[config.mk]
export PLATFORM = sky130hd
export DESIGN_NAME = rbf_out
export DESIGN_NICKNAME = d
export VERILOG_FILES = /design/src/design/rbf_pkg.sv /design/src/design/rbf_out.sv
export VERILOG_INCLUDE_DIRS = /design/src /design/src/design
export SDC_FILE = /design/constraint.sdc
export NUM_CORES = 1
export LEC_CHECK = 0
export ABC_CLOCK_PERIOD_IN_PS = 2400
export BUFFER_PORTS_ARGS = -buffer_cell sky130_fd_sc_hd__buf_2
export CORE_ASPECT_RATIO = 1.5
export CORE_UTILIZATION = 46
export CTS_CLUSTER_SIZE = 10
export DETAILED_ROUTE_END_ITERATION = 8
export PLACE_DENSITY_LB_ADDON = 0.05
export SLEW_MARGIN = 20
export SYNTH_ARGS = -nofsm -noshare
export SYNTH_HDL_FRONTEND = slang
export SYNTH_SLANG_ARGS = --single-unit
[constraint.sdc]
create_clock -name clk -period 2.4 [get_ports clk]
set_input_delay 0.36 -clock clk [delete_from_list [all_inputs] [get_ports clk]]
set_output_delay 0.36 -clock clk [all_outputs]
set_load 0.01 [all_outputs]
[src/design/rx_block_fifo_framer_top_macros.svh]
// Assertion macros shared by the framer modules; clk and rst come from the using scope.
`ifndef RX_BLOCK_FIFO_FRAMER_TOP_MACROS_SVH
`define RX_BLOCK_FIFO_FRAMER_TOP_MACROS_SVH

// Antecedent implies consequent in the same cycle.
`define RBF_ASSERT_NOW(label, ante, cons, msg) \
  label: assert property (@(posedge clk) disable iff (rst) (ante) |-> (cons)) \
    else $error(msg);

// Antecedent implies consequent in the next cycle.
`define RBF_ASSERT_NEXT(label, ante, cons, msg) \
  label: assert property (@(posedge clk) disable iff (rst) (ante) |=> (cons)) \
    else $error(msg);

`endif

[src/design/rbf_pkg.sv]
package rbf_pkg;

  localparam int DEFAULT_FIFO_DEPTH = 4096;

  localparam logic [2:0] KIND_RX    = 3'd0;
  localparam logic [2:0] KIND_TICK  = 3'd1;
  localparam logic [2:0] KIND_DRAIN = 3'd2;
  localparam logic [2:0] KIND_HOST  = 3'd3;
  localparam logic [2:0] KIND_CLEAR = 3'd4;

  localparam int CFG_IDX_W = 2;
  localparam logic [CFG_IDX_W-1:0] CFG_FLUSH_COUNT = 2'd0;
  localparam logic [CFG_IDX_W-1:0] CFG_IDLE_FLUSH  = 2'd1;
  localparam logic [CFG_IDX_W-1:0] CFG_RESP_GAP    = 2'd2;
  localparam int CFG_DATA_W = 12;

  localparam logic [7:0]  CR_CODE   = 8'h0D;
  localparam logic [7:0]  LF_CODE   = 8'h0A;
  localparam logic [11:0] COUNT_MAX = 12'hFFF;
  localparam logic [7:0]  IDLE_MAX  = 8'hFF;

  localparam logic [11:0] FLUSH_COUNT_RESET = 12'd128;
  localparam logic [7:0]  IDLE_FLUSH_RESET  = 8'd20;
  localparam logic [7:0]  RESP_GAP_RESET    = 8'd12;

  typedef struct packed {
    logic        out_valid;
    logic        accepted;
    logic        block_ready;
    logic        waiting;
    logic [11:0] fill_level;
  } res_t;

endpackage

[src/design/rbf_out.sv]
module rbf_out (
  input  logic          clk,
  input  logic          rst,
  input  logic          fire,
  input  rbf_pkg::res_t res_in,
  input  logic [7:0]    rdata,
  output logic          in_stall,
  output logic          res_valid,
  input  logic          res_stall,
  output rbf_pkg::res_t res_out,
  output logic [7:0]    out_byte
);
  import rbf_pkg::*;

  logic s1_valid;
  res_t s1_res;
  logic s1_move;

  assign s1_move  = s1_valid && (!res_valid || !res_stall);
  assign in_stall = s1_valid && res_valid && res_stall;

  always_ff @(posedge clk) begin
    if (rst) begin
      s1_valid  <= 1'b0;
      res_valid <= 1'b0;
    end else begin
      if (fire) begin
        s1_valid <= 1'b1;
      end else if (s1_move) begin
        s1_valid <= 1'b0;
      end
      if (s1_move) begin
        res_valid <= 1'b1;
      end else if (!res_stall) begin
        res_valid <= 1'b0;
      end
    end
  end

  always_ff @(posedge clk) begin
    if (fire) begin
      s1_res <= res_in;
    end
    if (s1_move) begin
      res_out  <= s1_res;
      out_byte <= s1_res.out_valid ? rdata : 8'h00;
    end
  end

  `include "rx_block_fifo_framer_top_macros.svh"

  `RBF_ASSERT_NOW(a_byte_zero_when_idle, res_valid && !res_out.out_valid, out_byte == 8'h00, "released byte not zero without a drain")
  `RBF_ASSERT_NOW(a_no_accept_when_blocked, fire, !in_stall, "request taken while pipeline blocked")
  `RBF_ASSERT_NEXT(a_stalled_result_holds, res_valid && res_stall, res_valid && $stable(res_out) && $stable(out_byte), "stalled result changed")

endmodule

After elaboration in Yosys (flattened, before gate mapping)
Index checks and enable logic that the tools add are counted.
{"block": "classes", "eq_ne": 1, "n_mux": 4, "n_reduce_logical": 7}
{"op": "$mux W1", "count": 4}
{"op": "$logic_and A1 B1 Y1", "count": 3}
{"op": "$logic_not A1 Y1", "count": 2}
{"op": "$ne A2 B1 Y1 const B", "count": 1}
{"op": "$reduce_bool A2 Y1", "count": 1}
{"op": "$logic_or A1 B1 Y1", "count": 1}
{"block": "word_totals", "output_inout_bits": 26, "elab_cells": 25, "ff_bits": 42}

Logic depth before layout (Yosys ltp)
{"block": "depth", "depth_word": 5, "mapped_depth": 2}

Worst setup path after synthesis
Ideal clock, no wire load.
{"block": "synth_path", "path_kind": "register to register", "startpoint": "reg s1_valid", "endpoint": "reg out_byte[0] (enable)", "slack_ps": 431, "arrival_ps": 1557, "t_required_ps": 1988, "period_less_slack_ps": 1969, "path_buffers": 0, "stages_incl_launch_ff": 2, "cell_sequence": "dfxtp_1 > a21boi_1"}
{"block": "synth_via", "elab_chain_len": 1}
{"item": "from (decl)", "line": "rbf_out.sv:15", "source": "logic s1_valid;"}
{"item": "from (signal assigned)", "line": "rbf_out.sv:24", "source": "s1_valid <= 1'b0;"}
{"item": "from (signal assigned)", "line": "rbf_out.sv:28", "source": "s1_valid <= 1'b1;"}
{"item": "from (signal assigned)", "line": "rbf_out.sv:30", "source": "s1_valid <= 1'b0;"}
{"item": "$logic_and A1 B1 Y1", "line": "rbf_out.sv:19", "source": "assign s1_move = s1_valid && (!res_valid || !res_stall);"}
{"item": "named net s1_move", "line": "rbf_out.sv:17", "source": "logic s1_move;"}
{"item": "to (signal assigned)", "line": "rbf_out.sv:46", "source": "out_byte <= s1_res.out_valid ? rdata : 8'h00;"}
{"item": "to (decl)", "line": "rbf_out.sv:11", "source": "output logic [7:0] out_byte"}
The timed path passes the listed nets, and every way through them passes these cells.
A chain may end at the register's enable or synchronous reset.

Final worst setup path
{"block": "layout_path", "startpoint": "reg res_valid", "endpoint": "out in_stall"}
{"block": "layout_via", "elab_chain_len": 2}
{"item": "from (decl)", "line": "rbf_out.sv:8", "source": "output logic res_valid,"}
{"item": "from (signal assigned)", "line": "rbf_out.sv:25", "source": "res_valid <= 1'b0;"}
{"item": "from (signal assigned)", "line": "rbf_out.sv:33", "source": "res_valid <= 1'b1;"}
{"item": "from (signal assigned)", "line": "rbf_out.sv:35", "source": "res_valid <= 1'b0;"}
{"item": "$logic_and A1 B1 Y1 (2 in a row)", "line": "rbf_out.sv:20", "source": "assign in_stall = s1_valid && res_valid && res_stall;"}
{"item": "to (decl)", "line": "rbf_out.sv:7", "source": "output logic in_stall,"}
Every way passes these cells.

==> impl_metrics.json <==
{
  "grt_antenna_before_repair": 0,
  "dieArea_um2": 3100,
  "rsz0062_at_grt": "no",
  "synth-edff-count": 40,
  "ctsHoldBuffers": 0,
  "clockBufferDepth": 2,
  "max_cap_viol_count": 0,
  "worstMarginPinSlew_ps": 348,
  "p_sw_mw": 0.260,
  "ys_top_cells_by_area": "edfxtp_1 91%, and2_1 3.8%, dfxtp_1 3.0%",
  "maxSlewHeadroom_pct": 76.8,
  "yosysTopAreaCell": "edfxtp_1",
  "drc": 0,
  "skew_ps": 3.47,
  "cts-resized-gates": 0,
  "wl_um": 1830,
  "min_path_cells": 2,
  "reg2reg_depth": 2,
  "worstPathMaxFanout": 5,
  "slew_violations": 0,
  "timing.fmax_ghz": 0.750,
  "p_comb_share_pct": 5.6,
  "crit_path_start_kind": "register",
  "p_seq_share_pct": 64.6,
  "io_pins": 54,
  "ant_nets": 0,
  "core_um2": 2710,
  "synth.top_cell.area_share_pct": 90.7,
  "synthArstFlopShare_pct": 0,
  "gp_congestion": 0.681,
  "die_w_um": 45.8,
  "period_share_pct": 55.5,
  "syn_nets": 84,
  "outcome": "finished clean",
  "cp-end-kind": "output port",
  "tns_ps": 0,
  "syn_to_final_growth_pct": 30.4,
  "rows": 23,
  "clock_latency_ps": 280,
  "root_buffer": "clkbuf_8",
  "synth-seq-area-share_pct": 93.8,
  "ys.flop_type": "edfxtp_1",
  "netlist_area_um2": 1320,
  "syn_inst": 56,
  "cts.sinks": 42,
  "nNetsFinal": 145,
  "post-route-min-period_ps": 1330,
  "grt_pass1_vias": 635,
  "antenna_cells": 0,
  "hold_viol": 0,
  "arrival_ps": 970,
  "grt_max_degree": 25,
  "grt-ovfl-total": 0,
  "port_buffers": 53,
  "drive_above_1_share_pct": 50.8,
  "via_count": 688,
  "grt_usage_pct": 13.0,
  "cts_htree_levels": 2,
  "cts_tree": "done",
  "ir_drop_v": 0.000703,
  "ys_warn_count": 0,
  "clkPwrFrac_pct": 29.8,
  "clkTransAtPathRegs_ps": 70,
  "crit_type": "register to output port",
  "via_per_inst": 4.44,
  "required_ps": 2040,
  "finalPower_mw": 1.35,
  "power.density_nw_per_um2": 780,
  "synth-seq-cells": 42,
  "p_sw_share_pct": 19.3,
  "synth_cell_type_count": 8,
  "start_util_pct": 48.9,
  "grt_pass1_wl_um": 2530,
  "p_int_mw": 1.09,
  "synth_commonest_cells": "40 x edfxtp_1, 8 x and2_1, 2 x dfxtp_1, 2 x nor2_1",
  "utilization_pct": 63.8,
  "post_drt_wl_per_cell_um": 11.8,
  "first_pass_iters": 3,
  "fp.dieH_um": 67.7,
  "hp-class": "input port to register",
  "initialDrtViolationCount": 10,
  "synth_most_common_cell": "edfxtp_1",
  "setup_viol_count_final": 0,
  "leakage_nw": 0.695,
  "cts_buffers": 5,
  "cts_setup_buffers": 0,
  "syn_avg_cell_area_um2": 23.6
}
==> routing by layer <==
metal / wire [um] / part of all wire, % / up-vias / global-route usage (%)
li1: - / - / 334 / -
met1: 595 / 32 / 308 / 9.72
met2: 1030 / 56 / 41 / 23.6
met3: 153 / 8.4 / 5 / 4.81
met4: 50 / 2.7 / 0 / 11.0
met5: 0 / 0 / - / 0
==> cell usage in the layout, fill, tap and decap left out <==
master	n
clkbuf_8	5
a31oi_1	1
clkinv_1	3
nor2_1	2
and2_1	8
edfxtp_1	40
buf_2	53
a21boi_2	1
a21oi_1	1
buf_4	1
dfxtp_1	2
and3_1	1
==> metrics by stage <==
step,setup slack [ps],cells,cell area [um2],hold slack (ps)
floorplan,431,56,1320,400
global placement,1160,147,1650,400
detailed placement,1130,147,1650,405
CTS,1050,155,1730,227
global route,1010,155,1730,225
finish,1070,155,1730,238
==> power by group through the flow <==
stage,Sequential (mW),Combinational [mW],Clock (mW)
after floorplan,0.896,0.0143,0
after global placement,0.885,0.0762,0
after detailed placement,0.887,0.0774,0
after CTS,0.870,0.0776,0.417
after global routing,0.875,0.0830,0.441
final,0.870,0.0759,0.401
==> critical path: stages (launching register included) <==
cell and delay (ps):
dfxtp_1 400, and3_1 170, buf_2 120
==> cells by family after synthesis <==
| family | count (synthesis) | synth area share [%] |
|---|---|---|
| flops | 42 | 93.8 |
| simple gates | 11 | 4.82 |
| compound gates | 3 | 1.42 |
==> final timing paths <==
check                          from                   endpoint  slack [ps]
max          res_valid$_SDFFE_PP0P_                   in_stall        1070
min                             rst      s1_valid$_SDFFE_PP0P_         240
max reg2reg   s1_valid$_SDFFE_PP0P_  out_byte[0]$_SDFFCE_PN0P_        1240
min reg2reg    s1_res[12]$_DFFE_PP_      res_out[12]$_DFFE_PP_         420
==> layout make-up <==
type,count,area [um2]
Clock buffer,5,68.8
Timing Repair Buffer,54,273
Sequential cell,42,1240
Fill cell,236,978
Multi-Input combinational cell,14,86.3
Tap cell,37,46.3
Clock inverter,3,11.3
==> state kept, by name (all words and copies together) (netlist names) <==
name       cells
s1_res        16
out_byte       8
s1_valid       1
res_out       16
res_valid      1
No activity file was read; power rests on OpenSTA's default activity.
